**config.mk**
```make
export PLATFORM = sky130hd
export DESIGN_NAME = hmf_ctrl
export DESIGN_NICKNAME = d
export VERILOG_FILES = /design/src/hdl/hmf_pkg.sv /design/src/hdl/hmf_ctrl.sv
export VERILOG_INCLUDE_DIRS = /design/src /design/src/hdl
export SDC_FILE = /design/constraint.sdc
export NUM_CORES = 1
export LEC_CHECK = 0
export ABC_AREA = 0
export BUFFER_PORTS_ARGS = -buffer_cell sky130_fd_sc_hd__buf_2
export CAP_MARGIN = 0
export CORE_AREA = 2 2 39 41
export DETAILED_ROUTE_END_ITERATION = 8
export DIE_AREA = 0 0 41 43
export PLACE_DENSITY_LB_ADDON = 0.15
export REMOVE_ABC_BUFFERS = 1
export SETUP_SLACK_MARGIN = 0.15
export SYNTH_ARGS = -nofsm -noshare
export SYNTH_HDL_FRONTEND = slang
export SYNTH_SLANG_ARGS = --single-unit
```
**constraint.sdc**
```tcl
create_clock -name clk -period 1.3 [get_ports clk]
set_clock_uncertainty 0.05 [all_clocks]
set_input_delay 0.26 -clock clk [delete_from_list [all_inputs] [get_ports clk]]
set_output_delay 0.26 -clock clk [all_outputs]
set_load 0.01 [all_outputs]
```
**src/hdl/histogram_mode_finder_core_defines.svh**
```systemverilog
// Assertion macros shared by the histogram mode finder RTL.
// Depends on clk and arst_n being visible in the module that uses them.
`ifndef HISTOGRAM_MODE_FINDER_CORE_DEFINES_SVH
`define HISTOGRAM_MODE_FINDER_CORE_DEFINES_SVH

// Same-cycle implication, disabled while in reset.
`define HMF_ASSERT_NOW(label, ante, cons, msg) \
	label: assert property (@(posedge clk) disable iff (!arst_n) (ante) |-> (cons)) \
		else $error(msg);

// Next-cycle implication, disabled while in reset.
`define HMF_ASSERT_NEXT(label, ante, cons, msg) \
	label: assert property (@(posedge clk) disable iff (!arst_n) (ante) |=> (cons)) \
		else $error(msg);

`endif

```
**src/hdl/hmf_pkg.sv**
```systemverilog
// Package for the histogram mode finder: field widths and the
// controller/datapath command and status structs. No dependencies.
`timescale 1ns / 1ps

package hmf_pkg;

	localparam int COV_W        = 12;
	localparam int PEAK_VALUE_W = 12;
	localparam int PEAK_COUNT_W = 16;

	// Controller -> datapath
	typedef struct packed {
		logic capture;   // input transfer: latch bin/last, read bin count
		logic upd;       // write bumped count, update running best
		logic emit;      // load result register, clear running best
		logic clr_step;  // write zero at clear pointer, advance
	} hmf_cmd_t;

	// Datapath -> controller
	typedef struct packed {
		logic last_item; // item being updated ends the run
		logic out_free;  // result register can take a new result
		logic clr_last;  // clear pointer at top bin
	} hmf_stat_t;

endpackage

```
**src/hdl/hmf_ctrl.sv**
```systemverilog
// Controller of the histogram mode finder: clear sweep, accept and update
// sequencing. Depends on hmf_pkg and histogram_mode_finder_core_defines.svh.
`timescale 1ns / 1ps
`include "histogram_mode_finder_core_defines.svh"

module hmf_ctrl
	import hmf_pkg::*;
(
	input  logic      clk,
	input  logic      arst_n,
	input  logic      in_valid,
	output logic      in_ready,
	input  hmf_stat_t stat,
	output hmf_cmd_t  cmd
);

	localparam logic [1:0] ST_CLEAR = 2'd0;
	localparam logic [1:0] ST_IDLE  = 2'd1;
	localparam logic [1:0] ST_UPD   = 2'd2;

	logic [1:0] state_q;
	logic [1:0] state_d;

	always_comb begin
		state_d  = state_q;
		cmd      = '0;
		in_ready = 1'b0;
		case (state_q)
			ST_CLEAR: begin
				cmd.clr_step = 1'b1;
				if (stat.clr_last) begin
					state_d = ST_IDLE;
				end
			end
			ST_IDLE: begin
				in_ready = 1'b1;
				if (in_valid) begin
					cmd.capture = 1'b1;
					state_d     = ST_UPD;
				end
			end
			ST_UPD: begin
				// a final item waits here until the result register frees up
				if (!stat.last_item || stat.out_free) begin
					cmd.upd = 1'b1;
					if (stat.last_item) begin
						cmd.emit = 1'b1;
						state_d  = ST_CLEAR;
					end else begin
						state_d = ST_IDLE;
					end
				end
			end
			default: begin
				state_d = ST_CLEAR;
			end
		endcase
	end

	always_ff @(posedge clk or negedge arst_n) begin
		if (!arst_n) begin
			state_q <= ST_CLEAR;
		end else begin
			state_q <= state_d;
		end
	end

	`HMF_ASSERT_NEXT(a_accept_to_upd, in_valid && in_ready, state_q == ST_UPD, "transfer not followed by update")
	`HMF_ASSERT_NEXT(a_final_clears, (state_q == ST_UPD) && stat.last_item && stat.out_free, state_q == ST_CLEAR, "run end did not start clear")
	`HMF_ASSERT_NOW(a_emit_free, cmd.emit, stat.out_free, "result loaded while register busy")
	`HMF_ASSERT_NEXT(a_clear_done, (state_q == ST_CLEAR) && stat.clr_last, state_q == ST_IDLE, "clear sweep overran")

endmodule

```
### After elaboration in Yosys (flattened, before gate mapping)

Cells that the tools add are included.

* register bits after elaboration: 2
* input bits: 6

* muxes and demuxes: 12
* reduce and logical (&&, ||, !) cells: 4
* eq/ne operators: 5

Operators with widths (number)
* 2-bit 2-to-1 mux: 5
* 1-bit 2-to-1 mux: 6
* 2-bit inequality test (second input constant): 3
* 2-bit one-hot mux with 3 select lines: 1
* 3-bit AND reduction: 1
* 2-bit by 1-bit equality test with 1-bit output (second input constant): 1
* 2-bit equality test (second input constant): 1
* 2-bit zero test: 1
* 1-bit zero test: 1
* 1-bit logical OR: 1

### Longest topological paths before layout

* depth after elaboration: 4
* depth in mapped cells: 2
* gate-level depth less buffers: 2

### Worst setup path after synthesis

No wires, ideal clock.

* kind: flip-flop to output port
* start: register state_q[0]
* end: output port cmd[2] in the netlist's numbering
* slack: 0.232 ns
* cell stages (with the launch flop): 3
* arrival: 0.758 ns
* required time: 0.990 ns
* cells stage by stage: dfrtp_1 nand2b_1 a21oi_1

RTL lines
* start, declared: RTL line hmf_ctrl.sv:21 `logic [1:0] state_q;`
* start signal, assigned: RTL line hmf_ctrl.sv:64 `state_q <= state_d;`
* end, declared: RTL line hmf_ctrl.sv:14 `output hmf_cmd_t cmd`

==> results by group <==
Worst setup path
  – Worst EP arrival: 1.04 ns
  – Top delay family on crit path: flip-flops
  – Slowest cell on crit path: dfrtp_2
  – CP max stage delay: 0.44 ns
  – Worst Setup End Kind: primary output
  – Worst path cell trace: and3b_1 > buf_2
  – Worst Path Buf+Inv: 1
  – Startpoint Class: flop
  – Critical Path RT: 0.99 ns
  – Reg2reg start: state_q[1]$_DFFE_PN0P_
  – Worst-path maximum fanout: 6
  – Critical path startpoint: state_q[1]$_DFFE_PN0P_
  – Worst Setup Path Type: reg -> out

Final layout
  – Fraction of layout cells with a size suffix above 1: 0.618
  – Number of flip-flops in the largest register: 2
  – Register bank with the most flops: state_q
  – Commonest non-fill, non-tap cell in the layout: buf_2
  – Post-route cell area: 282 sq um
  – Regs by FF count: state_q: 2 flops
  – Most frequent cells in the layout: 10 x buf_2, 3 x nor2_1, 3 x clkbuf_4, 3 x buf_4, 2 x inv_1
  – Area growth syn-to-layout: 112%
  – Layout Cells excl Fill: 50
  – Ant diodes: 0
  – Final #Nets: 42
  – Utilization after layout: 0.203

Detailed routing
  – Via-to-Cell Ratio: 3.66
  – Drt pass-1 iters: 1
  – DRC viols: 0
  – Drt total wl: 422 um
  – Starting DRC count in detailed routing: 0
  – Wire per inst: 8.44 um
  – Post-route ant nets: 0
  – Via count: 183

Timing
  – Final Hold Vio Count: 0
  – FMAX: 742 MHz
  – Period utilization: 1.04
  – Final setup vio count: 3
  – Final setup margin: -0.0484 ns
  – Max-slew headroom: 0.906
  – Slew Viols, Final: 0
  – RSZ-0062 raised after global routing: true
  – Actual slew at the worst max-slew pin: 0.139 ns
  – Final min period: 1.35 ns

Floorplan
  – Starting Density: 0.0958
  – FP Rows: 14
  – Die W: 41 um
  – Core area: 1380 sq um
  – Full die area: 1760 sq um
  – Die Ht: 43 um
  – IO Count: 11

Job
  – Max Cap Violations: 0

Global route
  – Total track usage: 0.0572
  – Largest net degree at the start of global routing: 7
  – GRT overflow: 0
  – Vias in the first global route: 179
  – First-pass GRT wire length: 683 um
  – Antenna violations before repair: 0

Power
  – Max VDD drop: 0.000738 V
  – Leakage: 0.162 nW
  – Tot Pwr: 0.571 mW
  – Cell Pwr Density: 2030 nW/um^2

Clock tree
  – Clk_lat worst skew: 0.22 ns
  – Htree depth: 1
  – Total CTS buffers: 3
  – CTS tree: built
  – Clk slew on worst S/H paths: 0.03 ns
  – Sinks on Clock Net: 2
  – Clk buf depth: 2
  – Clock root cell: clkbuf_4

Yosys
  – Seq cells post-synth: 2
  – Syn Area/Cell: 8.29 sq um
  – Ys Warns: 0
  – Post-synthesis cell type count: 12
  – Mapped Area: 133 sq um
  – Cells after Synth: 16
  – Register area share after synthesis: 0.377

Place
  – Cell count after placement: 42
  – Port bufs: 10
  – Post-DP Area: 203 sq um
  – GP Congestion: 0.598
  – Post-DP HPWL: 295 um

Outcome
  – Failing checks: negative setup slack
  – Status: finished with violations

Worst hold path
  – Hold Path Origin: in_valid
  – Worst hold path class: in -> reg
==> power breakdown <==
group	switching (mW)	internal, mW	leakage (nW)
combinational	0.122	0.179	0.125
clock	0.0355	0.102	0.0138
sequential	0.0395	0.0927	0.0233
total	0.197	0.374	0.162
==> area by class of cell <==
cell class / instances / area (sq um)
tap: 16 / 20.0
multi-input combinational: 12 / 86.3
sequential: 2 / 51.3
clock buffer: 3 / 22.5
inverter: 2 / 7.51
fill: 151 / 1100
timing repair buffer: 15 / 93.8
==> metrics by stage <==
stage                     hold WS, ns  setup TNS [ns]  setup slack, ns
final                           0.283         -0.0914          -0.0484
after global routing            0.310          -0.302          -0.0967
after CTS                       0.278          -0.127          -0.0503
after detailed placement     -0.00233               0            0.150
after global placement       -0.00426               0            0.160
after floorplan               -0.0856               0            0.232
==> cells by family after synthesis <==
family                 Yosys count  synth area share
AOI/OAI and AO/OA                4             0.217
and+or+nand+nor                  8             0.349
buffers and inverters            2            0.0566
DFF                              2             0.377
==> worst register-to-register path, delay by kind of cell, from the launching register on <==
family / cells / cell delay (ns)
AND/OR/NAND/NOR: 1 / 0.21
buffers and inverters: 2 / 0.23
AO/OA/AOI/OAI: 1 / 0.20
flip-flops: 1 / 0.41
==> layer usage <==
metal | wire [um] | global-route usage | part of all wire
met1 | 180 | 0.0707 | 0.43
met2 | 193 | 0.0813 | 0.46
met3 | 47 | 0.0157 | 0.11
met4 | 0 | 0.0400 | 0
met5 | 0 | 0 | 0
==> repair_timing <==
action / 4_1_cts / 5_1_grt
endpoints found under the setup margin: 5 / 7
gates resized for setup: 3 / 1
buffers inserted: 3 / 1
pin swaps: 1 / 0
hold endpoints to repair: 2 / 0
hold buffers: 1 / 0
==> synth_stat cells, drive strengths merged <==
| master | instances | share of area |
|---|---|---|
| a21oi | 1 | 0.038 |
| dfrtp | 2 | 0.38 |
| nand2b | 1 | 0.047 |
| o21ai | 1 | 0.038 |
| nor2 | 3 | 0.085 |
| inv | 2 | 0.057 |
| and3b | 1 | 0.066 |
| and2b | 2 | 0.12 |
| nand2 | 1 | 0.028 |
| o31a | 1 | 0.066 |
| a41o | 1 | 0.075 |
==> worst paths after layout <==
kind                                     endpoint  slack (ns)  cells after the start
hold / removal             state_q[0]$_DFFE_PN0P_        0.28                      3
hold reg to reg            state_q[0]$_DFFE_PN0P_        0.58                      2
setup reg to reg           state_q[1]$_DFFE_PN0P_        0.08                      4
max in group asynchronous  state_q[1]$_DFFE_PN0P_        0.79                      2
setup / recovery                           cmd[3]       -0.05                      2
min in group asynchronous  state_q[0]$_DFFE_PN0P_        0.30                      2
(Power assumes the default switching activity.)
